--- src/rtl/fpba_pkg.sv ---
// ----------------------------------------------------------------------------
// fpba_pkg: shared types and codes for the fit-policy block allocator
// Word layouts of the item and result channels, status, kind, policy and
// register index codes.
// ----------------------------------------------------------------------------
package fpba_pkg;

	localparam int BLK_W  = 4;
	localparam int FLD_W  = 16;
	localparam int CFG_W  = 5;
	localparam int CIDX_W = 1;

	localparam logic KIND_LOAD    = 1'b0;
	localparam logic KIND_REQUEST = 1'b1;

	localparam logic [1:0] ST_LOADED = 2'd0;
	localparam logic [1:0] ST_ALLOC  = 2'd1;
	localparam logic [1:0] ST_NONE   = 2'd2;

	localparam logic [1:0] POL_FIRST = 2'd0;
	localparam logic [1:0] POL_BEST  = 2'd1;
	localparam logic [1:0] POL_WORST = 2'd2;

	localparam logic [CIDX_W-1:0] CFG_FIT_POLICY    = 1'b0;
	localparam logic [CIDX_W-1:0] CFG_BLOCKS_IN_USE = 1'b1;

	localparam logic [CFG_W-1:0] BLOCKS_RESET = 5'd16;

	typedef struct packed {
		logic             kind;
		logic [BLK_W-1:0] block_index;
		logic [FLD_W-1:0] block_capacity;
		logic [FLD_W-1:0] request_size;
	} item_word_t;

	typedef struct packed {
		logic [1:0]       status;
		logic [BLK_W-1:0] chosen_block;
		logic [FLD_W-1:0] remaining_size;
	} result_word_t;

endpackage

--- src/rtl/fit_policy_block_allocator_top.sv ---
// ----------------------------------------------------------------------------
// fit_policy_block_allocator_top: first, best and worst fit block allocator
// Keeps a table of free block sizes; loads write one entry, requests scan
// the blocks in use one per cycle and carve the size from the chosen block.
// ----------------------------------------------------------------------------
// Load word: accept moves to S_DONE, which registers the result word.
// Request word: accept moves through S_SCAN, S_UPDATE and S_DONE; S_SCAN reads
// min(blocks_in_use, NUM_BLOCKS) table entries, one table read per cycle.
// One word in flight at a time; the next word is taken once the result is
// registered, even while that result is stalled.
// Reset sets fit_policy 0, blocks_in_use 16; the size table is not cleared.
module fit_policy_block_allocator_top #(
	parameter int NUM_BLOCKS = 16,
	parameter int SIZE_BITS  = 16
) (
	input  logic                        clk,
	input  logic                        arst_n,
	input  logic                        item_valid,
	output logic                        item_stall,
	input  fpba_pkg::item_word_t        item,
	output logic                        result_valid,
	input  logic                        result_stall,
	output fpba_pkg::result_word_t      result,
	input  logic                        cfg_we,
	input  logic [fpba_pkg::CIDX_W-1:0] cfg_index,
	input  logic [fpba_pkg::CFG_W-1:0]  cfg_data
);
	import fpba_pkg::*;

	localparam int IDX_W = (NUM_BLOCKS > 1) ? $clog2(NUM_BLOCKS) : 1;
	localparam int CNT_W = $clog2(NUM_BLOCKS + 1);

	typedef enum logic [1:0] {S_IDLE, S_SCAN, S_UPDATE, S_DONE} state_t;

	state_t                 state_q;
	logic [1:0]             policy_q;
	logic [CFG_W-1:0]       blocks_q;
	logic [CNT_W-1:0]       cnt_q;
	logic [CNT_W-1:0]       lim_q;
	logic                   rd_vld_s1;
	logic [IDX_W-1:0]       rd_idx_s1;
	logic [SIZE_BITS-1:0]   rd_data_s1;
	logic                   found_q;
	logic [IDX_W-1:0]       best_idx_q;
	logic [SIZE_BITS-1:0]   best_size_q;
	logic [SIZE_BITS-1:0]   need_q;
	result_word_t           res_q;
	logic                   result_valid_q;
	result_word_t           result_q;

	logic [SIZE_BITS-1:0]   mem [NUM_BLOCKS];

	logic                   accept;
	logic                   load_hit;
	logic                   mem_we;
	logic [IDX_W-1:0]       mem_waddr;
	logic [SIZE_BITS-1:0]   mem_wdata;
	logic [SIZE_BITS-1:0]   left;
	logic [CNT_W-1:0]       lim;
	logic                   fits;
	logic                   take;

	assign item_stall   = (state_q != S_IDLE);
	assign accept       = item_valid && (state_q == S_IDLE);
	assign result_valid = result_valid_q;
	assign result       = result_q;

	assign load_hit = accept && (item.kind == KIND_LOAD)
		&& (32'(item.block_index) < 32'(NUM_BLOCKS));
	assign left     = best_size_q - need_q;
	assign lim      = (32'(blocks_q) > 32'(NUM_BLOCKS)) ? CNT_W'(NUM_BLOCKS)
		: CNT_W'(blocks_q);

	assign mem_we    = load_hit || ((state_q == S_UPDATE) && found_q);
	assign mem_waddr = load_hit ? IDX_W'(item.block_index) : best_idx_q;
	assign mem_wdata = load_hit ? SIZE_BITS'(item.block_capacity) : left;

	assign fits = (rd_data_s1 >= need_q);
	assign take = rd_vld_s1 && fits && (!found_q
		|| ((policy_q == POL_BEST) && (rd_data_s1 < best_size_q))
		|| ((policy_q == POL_WORST) && (rd_data_s1 > best_size_q)));

	always_ff @(posedge clk) begin
		if (mem_we) begin
			mem[mem_waddr] <= mem_wdata;
		end
		rd_data_s1 <= mem[cnt_q[IDX_W-1:0]];
	end

	always_ff @(posedge clk or negedge arst_n) begin
		if (!arst_n) begin
			state_q        <= S_IDLE;
			policy_q       <= POL_FIRST;
			blocks_q       <= BLOCKS_RESET;
			cnt_q          <= '0;
			lim_q          <= '0;
			rd_vld_s1      <= 1'b0;
			rd_idx_s1      <= '0;
			found_q        <= 1'b0;
			best_idx_q     <= '0;
			best_size_q    <= '0;
			need_q         <= '0;
			res_q          <= '0;
			result_valid_q <= 1'b0;
			result_q       <= '0;
		end else begin
			if (cfg_we) begin
				unique case (cfg_index)
					CFG_FIT_POLICY:    policy_q <= cfg_data[1:0];
					CFG_BLOCKS_IN_USE: blocks_q <= cfg_data;
					default:           ;
				endcase
			end

			if (result_valid_q && !result_stall) begin
				result_valid_q <= 1'b0;
			end

			rd_vld_s1 <= 1'b0;

			unique case (state_q)
				S_IDLE: begin
					if (accept) begin
						if (item.kind == KIND_LOAD) begin
							res_q   <= '{status: ST_LOADED, default: '0};
							state_q <= S_DONE;
						end else begin
							need_q  <= SIZE_BITS'(item.request_size);
							lim_q   <= lim;
							cnt_q   <= '0;
							found_q <= 1'b0;
							state_q <= S_SCAN;
						end
					end
				end
				S_SCAN: begin
					if (cnt_q < lim_q) begin
						cnt_q     <= cnt_q + 1'b1;
						rd_vld_s1 <= 1'b1;
						rd_idx_s1 <= cnt_q[IDX_W-1:0];
					end
					if (take) begin
						found_q     <= 1'b1;
						best_idx_q  <= rd_idx_s1;
						best_size_q <= rd_data_s1;
					end
					if ((cnt_q == lim_q) && !rd_vld_s1) begin
						state_q <= S_UPDATE;
					end
				end
				S_UPDATE: begin
					if (found_q) begin
						res_q.status         <= ST_ALLOC;
						res_q.chosen_block   <= BLK_W'(best_idx_q);
						res_q.remaining_size <= FLD_W'(left);
					end else begin
						res_q <= '{status: ST_NONE, default: '0};
					end
					state_q <= S_DONE;
				end
				S_DONE: begin
					if (!result_valid_q || !result_stall) begin
						result_valid_q <= 1'b1;
						result_q       <= res_q;
						state_q        <= S_IDLE;
					end
				end
				default: state_q <= S_IDLE;
			endcase
		end
	end

endmodule

--- config.mk ---
export PLATFORM = sky130hd
export DESIGN_NAME = fit_policy_block_allocator_top
export DESIGN_NICKNAME = d
export VERILOG_FILES = /design/src/rtl/fpba_pkg.sv /design/src/rtl/fit_policy_block_allocator_top.sv
export SDC_FILE = /design/constraint.sdc
export NUM_CORES = 1
export LEC_CHECK = 0
export BUFFER_PORTS_ARGS = -buffer_cell sky130_fd_sc_hd__buf_4
export CORE_ASPECT_RATIO = 0.5
export CORE_MARGIN = 4
export CORE_UTILIZATION = 55
export CTS_CLUSTER_SIZE = 8
export DETAILED_ROUTE_END_ITERATION = 6
export PLACE_DENSITY = 0.73
export SETUP_SLACK_MARGIN = 0.1
export SLEW_MARGIN = 20
export SYNTH_ARGS = -nofsm -noshare
export SYNTH_HDL_FRONTEND = slang
export SYNTH_SLANG_ARGS = --single-unit
export TNS_END_PERCENT = 20
--- constraint.sdc ---
create_clock -name clk -period 2.4 [get_ports clk]
set_input_delay 0.36 -clock clk [delete_from_list [all_inputs] [get_ports clk]]
set_output_delay 0.36 -clock clk [all_outputs]
set_load 0.1 [all_outputs]
==> flow_summary.ini, run 1 <==
[yosys]
synth_area_per_cell_um2 = 16.8
ys_ff_latch = 378
ys.flop_type = edfxtp_1
synth_area_um2 = 16000
synth_top_area_share_pct = 48.0
async_flop_share_pct = 28.0
synth_cell_types = 56
seq_area_frac_synth_pct = 66.6
yosys.area.top_type = edfxtp_1
synth_most_common_cell = edfxtp_1
netlist_instances = 952
syn_nets = 1058
netlist_top_cells_count = edfxtp_1, dfrtp_1, mux4_2
synth_area_leaders = edfxtp_1, dfrtp_1, mux4_2, ha_1, mux2_2
synth_edf_count = 256
ys_warn_count = 0

[global_routing]
grt_use_met3_pct = 6.58
antenna_found_initial = 4
grt_start_max_net_pins = 69
overflow = 0
grt_pass1_vias = 10109
use_met1_pct = 36.9
met2_usage_pct = 41.9
busiest_layer = met2
grtUsageTotal_pct = 26.3
grt_pass1_wl_mm = 62.7

[die]
die_y_um = 129
dieArea_um2 = 32100
die_w_um = 249
rows = 43
num_io_pins = 72
initial_core_util_pct = 56.8
core-area_um2 = 28200

[critical_path]
crit_slowest_cell = or4_1
critPathKind = flop to flop
crit_chain = inv_2, ha_4, and4_1, o21ai_1, or4_1, a31oi_1, o211ai_1, a21oi_2, buf_6, clkbuf_16, mux2_4
slowest_delay_ps = 500
arrival_ps = 3160
cp.required_ps = 2840
crit_path_start_kind = flop
cp-end-kind = flop
cp_max_fo = 5

[sta]
period_needed_ps = 2720
skew_ps = 25.0
rsz0062_at_grt = true
setup_violations = 118
drv_slew = 0
fin_tns_setup_ps = -12940
fmax_mhz = 367
relSlewSlack_pct = 44.4
worst_slew_pin_slew_ps = 834
layout_setup_ws_ps = -321
hold_viol_final = 0
fin_crit_sh_pct = 113

[detailed_routing]
avgViaCountPerCell = 6.06
drt_iter0_drc = 1048
vias = 9699
postRouteAntennaNets = 0
avgRoutedWirePerCell_um = 26.2
firstDrtPassIters = 5
wl_mm = 41.9
drc_errors = 0

[layout]
drive_gt1_share_pct = 42.4
fin_nets = 1293
syn_to_final_growth_pct = 26.8
nFillCells = 1664

[pwr]
pwr-share-seq_pct = 33.7
power_mw = 33.3
vdd_ir_drop_max_uv = 825
power.switching_mw = 12.3
powerDensity_nw_per_um2 = 1640
combPwrFrac_pct = 46.0
power_leakage_nw = 7.78
p_clk_share_pct = 20.3
swShare_pct = 37.0
internal-power_mw = 21.0

[clock_network]
clockBufferDepth = 3
cts.sinks = 378
cts_max_level = 2
cts_buffers = 53
cts_tree = done
clk_pin_slew_ps = 50
insertion_delay_ps = 570
cts_root_buf = clkbuf_16

[status]
status = finished with violations
violations = setup timing

[run]
drv_cap = 0

[placement]
port_buffers = 71
dp_hpwl_mm = 25.4
gp_congestion = 0.877

[worst_hold_path]
worst_hold_path_type = input pin to flop
[stage by stage]
stage	utilization [%]	worst slack, ps	hold slack (ps)	area, µm²	instances
after floorplan	-	-228	64.4	16100	952
after global placement	64.5	-364	382	18200	1496
after detailed placement	64.5	-363	394	18200	1496
after CTS	71.1	-332	9.27	20000	1591
after global routing	72.0	-405	14.3	20300	1598
final	72.0	-321	27.1	20300	1601
[critical path: cells and delay by family (launching register included)]
| family | cells | cell delay, ps |
|---|---|---|
| mux | 1 | 290 |
| simple gates | 2 | 710 |
| flops | 1 | 370 |
| fa+ha+maj | 1 | 260 |
| compound gates | 4 | 590 |
| buf+inv | 3 | 370 |
[final cells by class]
class / count / area (µm²) / area share [%]
flip-flops and latches: 378 / 10700 / 52.6
multi-input cells: 496 / 5560 / 27.4
repair buffers: 210 / 1910 / 9.41
clock buffers: 80 / 1430 / 7.03
well taps: 382 / 478 / 2.35
inverters: 48 / 181 / 0.894
clock inverters: 4 / 63.8 / 0.314
diodes: 3 / 7.51 / 0.0370
[worst paths after layout]
kind | start | to | slack, ps | cells past startpoint
setup / recovery | need_q[7] | best_size_q[13] | -320 | 11
hold / removal | item[9] | need_q[9] | 30 | 2
setup reg to reg | need_q[7] | best_size_q[13] | -320 | 11
hold reg to reg | res_q[21] | res_q[21] | 480 | 2
max in group asynchronous | arst_n | blocks_q[4] | 1390 | 3
min in group asynchronous | arst_n | res_q[14] | 340 | 2
[kinds of logic after synthesis]
logic type | after synthesis | synth area share (%)
and+or+nand+nor | 140 | 4.01
muxes | 155 | 17.0
xor gates and xnor gates | 15 | 0.820
DFF | 378 | 66.6
adders and majority gates | 58 | 4.58
AOI/OAI and AO/OA | 125 | 5.05
buffers and inverters | 81 | 2.04
[layout by cell type (no fill, tap or decap), types with 6 or more instances in the layout]
cell and instances:
ha_4 9, o31ai_1 10, buf_6 9, mux4_2 80
buf_12 21, clkbuf_1 27, nand4_1 7, a22o_1 8
inv_2 7, mux2_2 50, inv_1 40, nor2_2 10
nor2_1 18, a21oi_2 14, a21o_1 8, o21ai_0 20
a21oi_1 23, nand3_1 8, o21ai_1 6, edfxtp_1 256
nand2b_1 9, nor2_4 6, nand2_1 52, xor2_1 6
dfxtp_1 14, ha_1 47, dfrtp_1 101, mux2_4 26
clkbuf_16 55, buf_4 177
[sequential cells by signal (all words and copies together) (netlist names)]
| name | count |
|---|---|
| lim_q | 5 |
| result_valid | 1 |
| blocks_q | 5 |
| policy_q | 2 |
| best_idx_q | 4 |
| res_q | 22 |
| rd_data_s1 | 16 |
| result | 22 |
| cnt_q | 5 |
| best_size_q | 16 |
| found_q | 1 |
| need_q | 16 |
| rd_idx_s1 | 4 |
| state_q | 2 |
| mem | 256 |
| rd_vld_s1 | 1 |
[metal layers]
layer  routed length (µm)  part of all wire, %
met3                 4360                   10
met5                    0                    0
met2                19700                   47
met1                16800                   40
met4                 1050                  2.5
[power by group through the flow]
stage / sequential (mW) / combinational [mW] / clock [mW]
after floorplan: 11.9 / 6.61 / 0
after global placement: 11.2 / 12.6 / 0
after detailed placement: 11.3 / 13.1 / 0
after CTS: 11.2 / 14.4 / 6.83
after global routing: 11.3 / 16.4 / 7.17
final: 11.2 / 15.3 / 6.75
[what timing repair did]
action                                  CTS  global route
endpoints found under the hold margin    42             0
endpoints found under the setup margin  418           472
gates resized for setup                  58            48
hold buffers                              1             0
pin swaps                                19            25
gates cloned                              4             2
buffers inserted                          6             5
No activity file was read; power rests on OpenSTA's default activity.
==> run 2, diff against run 1 <==
--- a/config.mk
+++ b/config.mk
@@ -6,12 +6,13 @@
 export NUM_CORES = 1
 export LEC_CHECK = 0
 export BUFFER_PORTS_ARGS = -buffer_cell sky130_fd_sc_hd__buf_4
+export CAP_MARGIN = 40
 export CORE_ASPECT_RATIO = 0.5
 export CORE_MARGIN = 4
-export CORE_UTILIZATION = 55
+export CORE_UTILIZATION = 41
 export CTS_CLUSTER_SIZE = 8
 export DETAILED_ROUTE_END_ITERATION = 6
-export PLACE_DENSITY = 0.73
+export PLACE_DENSITY = 0.55
 export SETUP_SLACK_MARGIN = 0.1
 export SLEW_MARGIN = 20
 export SYNTH_ARGS = -nofsm -noshare
==> constraint.sdc (replaced) <==
create_clock -name clk -period 2.96 [get_ports clk]
set_input_delay 0.444 -clock clk [delete_from_list [all_inputs] [get_ports clk]]
set_output_delay 0.444 -clock clk [all_outputs]
set_load 0.1 [all_outputs]
==> run 2 against run 1 <==
- the flow now finishes without violations
- final cell count is 5.7% higher
- critical path depth is 1 higher
- core utilization is 21 points lower
- sequential power is 19% lower
- largest cell class unchanged
==> flow_summary.ini, run 2 (synthesis gave the netlist of run 1 again) <==
[critical_path]
r2r_setup_slack_ps = 100
worstPathBufferInverterCount = 4
crit_chain = inv_1, buf_4, ha_1, and4_1, o21ai_1, or4_1, a31oi_2, o211ai_1, a21oi_2, buf_4, buf_4, mux2_4
reg2reg_depth = 12
crit_path_start_kind = flop
arrival_ps = 3300
critPathKind = flop to flop
cp_max_fo = 5
reg2reg_from = need_q[4]
rr_endpoint = best_size_q[11]
critical_path.top_delay_family = simple AND/OR/NAND/NOR gates
crit_slowest_cell = or4_1
slowest_delay_ps = 530
crit_top_cell = buf_4
cp-end-kind = flop
cp.required_ps = 3400

[detailed_routing]
wl_mm = 40.7
postRouteAntennaNets = 0
avgViaCountPerCell = 5.50
drt_iter0_drc = 834
vias = 9301
firstDrtPassIters = 7
avgRoutedWirePerCell_um = 24.0
drc_errors = 0

[run]
drv_cap = 0

[worst_hold_path]
hp-start = result_stall
min_path_cells = 2
worst_hold_path_type = input pin to flop
hold_end = result_valid

[clock_network]
clk_pin_slew_ps = 60
cts_buffers = 53
cts_max_level = 2
cts_tree = done
clockBufferDepth = 3
cts_root_buf = clkbuf_16
cts.sinks = 378
insertion_delay_ps = 580

[layout]
drive_gt1_share_pct = 33.2
fin_nets = 1233
top_register = mem
syn_to_final_growth_pct = 21.5
most-common-layout-cells = edfxtp_1, buf_4, dfrtp_1
final_common_cell = edfxtp_1
final-instance-count-excl-fill = 1692
largest_reg_flops = 256
nFillCells = 3188

[die]
initial_core_util_pct = 42.2
rows = 50
die_w_um = 288
core-area_um2 = 38000
die_y_um = 148
num_io_pins = 72
dieArea_um2 = 42500

[sta]
hold_viol_final = 0
setup_violations = 0
drv_slew = 0
rsz0062_at_grt = true
fmax_mhz = 350
fin_tns_setup_ps = 0
period_needed_ps = 2860
relSlewSlack_pct = 51.0
skew_ps = 34.3
fin_crit_sh_pct = 96.6
worst_slew_pin_slew_ps = 734

[global_routing]
antenna_found_initial = 1
grt_pass1_wl_mm = 60.2
grt_start_max_net_pins = 69
grtUsageTotal_pct = 19.1
overflow = 0
grt_pass1_vias = 9532

[pwr]
power_mw = 24.9
power_leakage_nw = 7.37
vdd_ir_drop_max_uv = 574
powerDensity_nw_per_um2 = 1280

[placement]
dp_hpwl_mm = 26.3
gp_congestion = 0.783
port_buffers = 71
dp_cells = 1586

[status]
status = complete, no violations
==> run 2: metal layers <==
metal,GRT usage [%],share of wire (%),up-vias
met5,0,0,-
met4,3.47,1.0,0
met3,3.81,5.9,45
met2,29.9,46,263
met1,28.2,47,4938
li1,-,-,4055
==> run 2: repair_timing <==
| action | in CTS | in global routing |
|---|---|---|
| cloned | 0 | 3 |
| hold buffers | 1 | 0 |
| endpoints found under the hold margin | 51 | 0 |
| pin swaps | 0 | 4 |
| endpoints found under the setup margin | 65 | 95 |
| gates resized for setup | 2 | 15 |
| buffers inserted | 0 | 2 |
==> run 2: power by group <==
| group | switching, mW | internal (mW) | total, mW |
|---|---|---|---|
| combinational | 6.39 | 3.66 | 10.1 |
| clock | 2.25 | 3.46 | 5.71 |
| sequential | 0.632 | 8.49 | 9.12 |
==> run 2: layout make-up <==
| cell class | instances | area [µm²] | share of cell area, % |
|---|---|---|---|
| tap | 520 | 651 | 3.34 |
| antenna | 1 | 2.50 | 0.0129 |
| clock inverter | 4 | 88.8 | 0.457 |
| inverter | 48 | 180 | 0.926 |
| multi-input combinational | 495 | 5150 | 26.5 |
| clock buffer | 95 | 1480 | 7.63 |
| timing repair buffer | 151 | 1230 | 6.32 |
| sequential | 378 | 10700 | 54.8 |
==> run 2: worst max path at each step <==
| stage | from | to | slack (ps) | cells after the start |
|---|---|---|---|---|
| 3_5_place_dp | need_q[4] | mem[6][13] | -230 | 9 |
| 4_1_cts | best_size_q[0] | mem[10][8] | 50 | 11 |
| 6_report | need_q[4] | best_size_q[11] | 100 | 12 |
| 3_3_place_gp | best_size_q[4] | mem[6][13] | -70 | 9 |
| 2_1_floorplan | state_q[0] | mem[15][0] | 300 | 8 |
| 5_1_grt | need_q[4] | best_size_q[11] | 40 | 12 |
==> run 2: through the flow <==
| stage | area [µm²] | utilization [%] | worst slack (ps) | hold WS (ps) |
|---|---|---|---|---|
| floorplan | 16000 | - | 301 | 148 |
| global placement | 17700 | 46.6 | -72.4 | 456 |
| detailed placement | 17700 | 46.7 | -232 | 466 |
| CTS | 19300 | 50.9 | 48.8 | 70.7 |
| global route | 19500 | 51.2 | 36.8 | 72.2 |
| finish | 19500 | 51.2 | 100 | 94.9 |
==> run 2: worst register-to-register path, delay by kind of cell (launching register included) <==
family                   cells  cell delay, ps
AO/OA/AOI/OAI                4             570
multiplexers                 1             310
AND/OR/NAND/NOR              2             740
flip-flops                   1             350
buffers and inverters        4             500
adder cells (fa/ha/maj)      1             250
==> run 3, diff against run 2 <==
--- a/config.mk
+++ b/config.mk
@@ -8,7 +8,6 @@
 export BUFFER_PORTS_ARGS = -buffer_cell sky130_fd_sc_hd__buf_4
 export CAP_MARGIN = 40
 export CORE_ASPECT_RATIO = 0.5
-export CORE_MARGIN = 4
 export CORE_UTILIZATION = 41
 export CTS_CLUSTER_SIZE = 8
 export DETAILED_ROUTE_END_ITERATION = 6
==> run 3 against run 2 <==
- clock skew shrank 11 ps
- wire length down 2.1%
- fmax up 2.0%
- final cell count shrank 1.0%
- combinational power grew 4%
- largest cell class unchanged
==> flow_summary.ini, run 3 (synthesis gave the netlist of run 1 again) <==
[detailed_routing]
vias = 9210
top_layer_used = met4
drt_iter0_drc = 794
wl_met3_mm = 2.17
firstDrtPassIters = 5
wl_met1_mm = 18.9
avgRoutedWirePerCell_um = 23.8
avgViaCountPerCell = 5.50
met2_length_mm = 18.0
postRouteAntennaNets = 0
wl_mm = 39.8
drc_errors = 0

[critical_path]
arrival_ps = 3220
crit_chain = ha_1, a21oi_1, o211ai_1, o21ba_2, o41ai_1, xor2_1, buf_4, a21oi_1, buf_4
cp.required_ps = 3380
reg2reg_depth = 9
crit_path_start_kind = flop
crit_slowest_cell = o41ai_1
critPathKind = flop to flop
cp-end-kind = flop
critical_path.top_delay_family = compound AO/OA/AOI/OAI gates
path_depth = 9
cp_max_fo = 12
slowest_delay_ps = 400
worstPathBufferInverterCount = 2

[global_routing]
grt_start_max_net_pins = 69
grtUsageTotal_pct = 20.5
antenna_found_initial = 3
grt_pass1_vias = 9378
overflow = 0
grt_pass1_wl_mm = 59.4

[layout]
syn_to_final_growth_pct = 21.5
antenna_cells = 0
fin_nets = 1233
largest_reg_flops = 256
final_common_cell = edfxtp_1
nFillCells = 3132
top_register = mem
most-common-layout-cells = edfxtp_1, buf_4, dfrtp_1
final-instance-count-excl-fill = 1675
drive_gt1_share_pct = 34.9

[worst_hold_path]
worst_hold_path_type = input pin to flop
min_path_cells = 2

[pwr]
power_mw = 25.1
powerDensity_nw_per_um2 = 1290
vdd_ir_drop_max_uv = 724
power_leakage_nw = 7.35

[sta]
fin_crit_sh_pct = 94.7
setup_violations = 0
skew_ps = 23.2
hold_viol_final = 0
rsz0062_at_grt = true
period_needed_ps = 2800
layout_setup_ws_ps = 157
worst_slew_pin_slew_ps = 779
fmax_mhz = 357
drv_slew = 0
relSlewSlack_pct = 48.0

[placement]
port_buffers = 71
pre_cts_ws_ps = -58.4
dp_cells = 1582
gp_congestion = 0.860
dp_hpwl_mm = 25.7

[die]
core-area_um2 = 37900
initial_core_util_pct = 42.3
die_y_um = 142
rows = 50
die_w_um = 282
dieArea_um2 = 39900
num_io_pins = 72

[clock_network]
cts_root_buf = clkbuf_16
cts.sinks = 378
clk_pin_slew_ps = 60
cts_buffers = 53
cts_max_level = 2
cts_tree = done
clockBufferDepth = 3
insertion_delay_ps = 580

[run]
drv_cap = 0

[status]
status = complete, no violations
[run 3: layout make-up]
type / count / area, µm² / area share (%)
Multi-Input combinational cell: 494 / 5220 / 26.8
Timing Repair Buffer: 152 / 1270 / 6.53
Clock inverter: 3 / 48.8 / 0.251
Sequential cell: 378 / 10700 / 54.8
Inverter: 48 / 180 / 0.926
Tap cell: 520 / 651 / 3.34
Clock buffer: 80 / 1430 / 7.34
[run 3: per-layer routing]
layer	vias up	track usage, %
li1	4037	-
met1	4865	31.0
met2	262	30.7
met3	46	3.36
met4	0	5.41
met5	-	0
[run 3: through the flow]
stage          area (µm²)  utilization, %  TNS [ps]  hold slack, ps
3_5_place_dp        17700            46.6     -1630             462
5_1_grt             19500            51.3     -39.5            74.7
2_1_floorplan       16000               -         0             148
3_3_place_gp        17700            46.6     -1070             465
4_1_cts             19300            50.9         0            70.9
6_report            19500            51.3         0            98.4
[run 3: worst paths after layout]
kind	startpoint	to	slack (ps)
min	result_stall	result_valid	100
min reg2reg	res_q[2]	res_q[2]	480
max	best_size_q[4]	mem[4][13]	160
max in group asynchronous	arst_n	blocks_q[4]	1860
max reg2reg	best_size_q[4]	mem[4][13]	160
min in group asynchronous	arst_n	res_q[7]	260
[run 3: timing repair]
action / 4_1_cts / 5_1_grt
setup endpoints to repair: 73 / 111
cloned: 1 / 1
endpoints found under the hold margin: 54 / 0
pin swaps: 5 / 13
gates resized for setup: 15 / 27
setup buffers: 3 / 3
hold buffers: 1 / 0
[run 3: power by group]
part	internal, mW	switching (mW)
clock	3.29	2.21
sequential	8.49	0.580
combinational	3.82	6.67
total	15.6	9.46
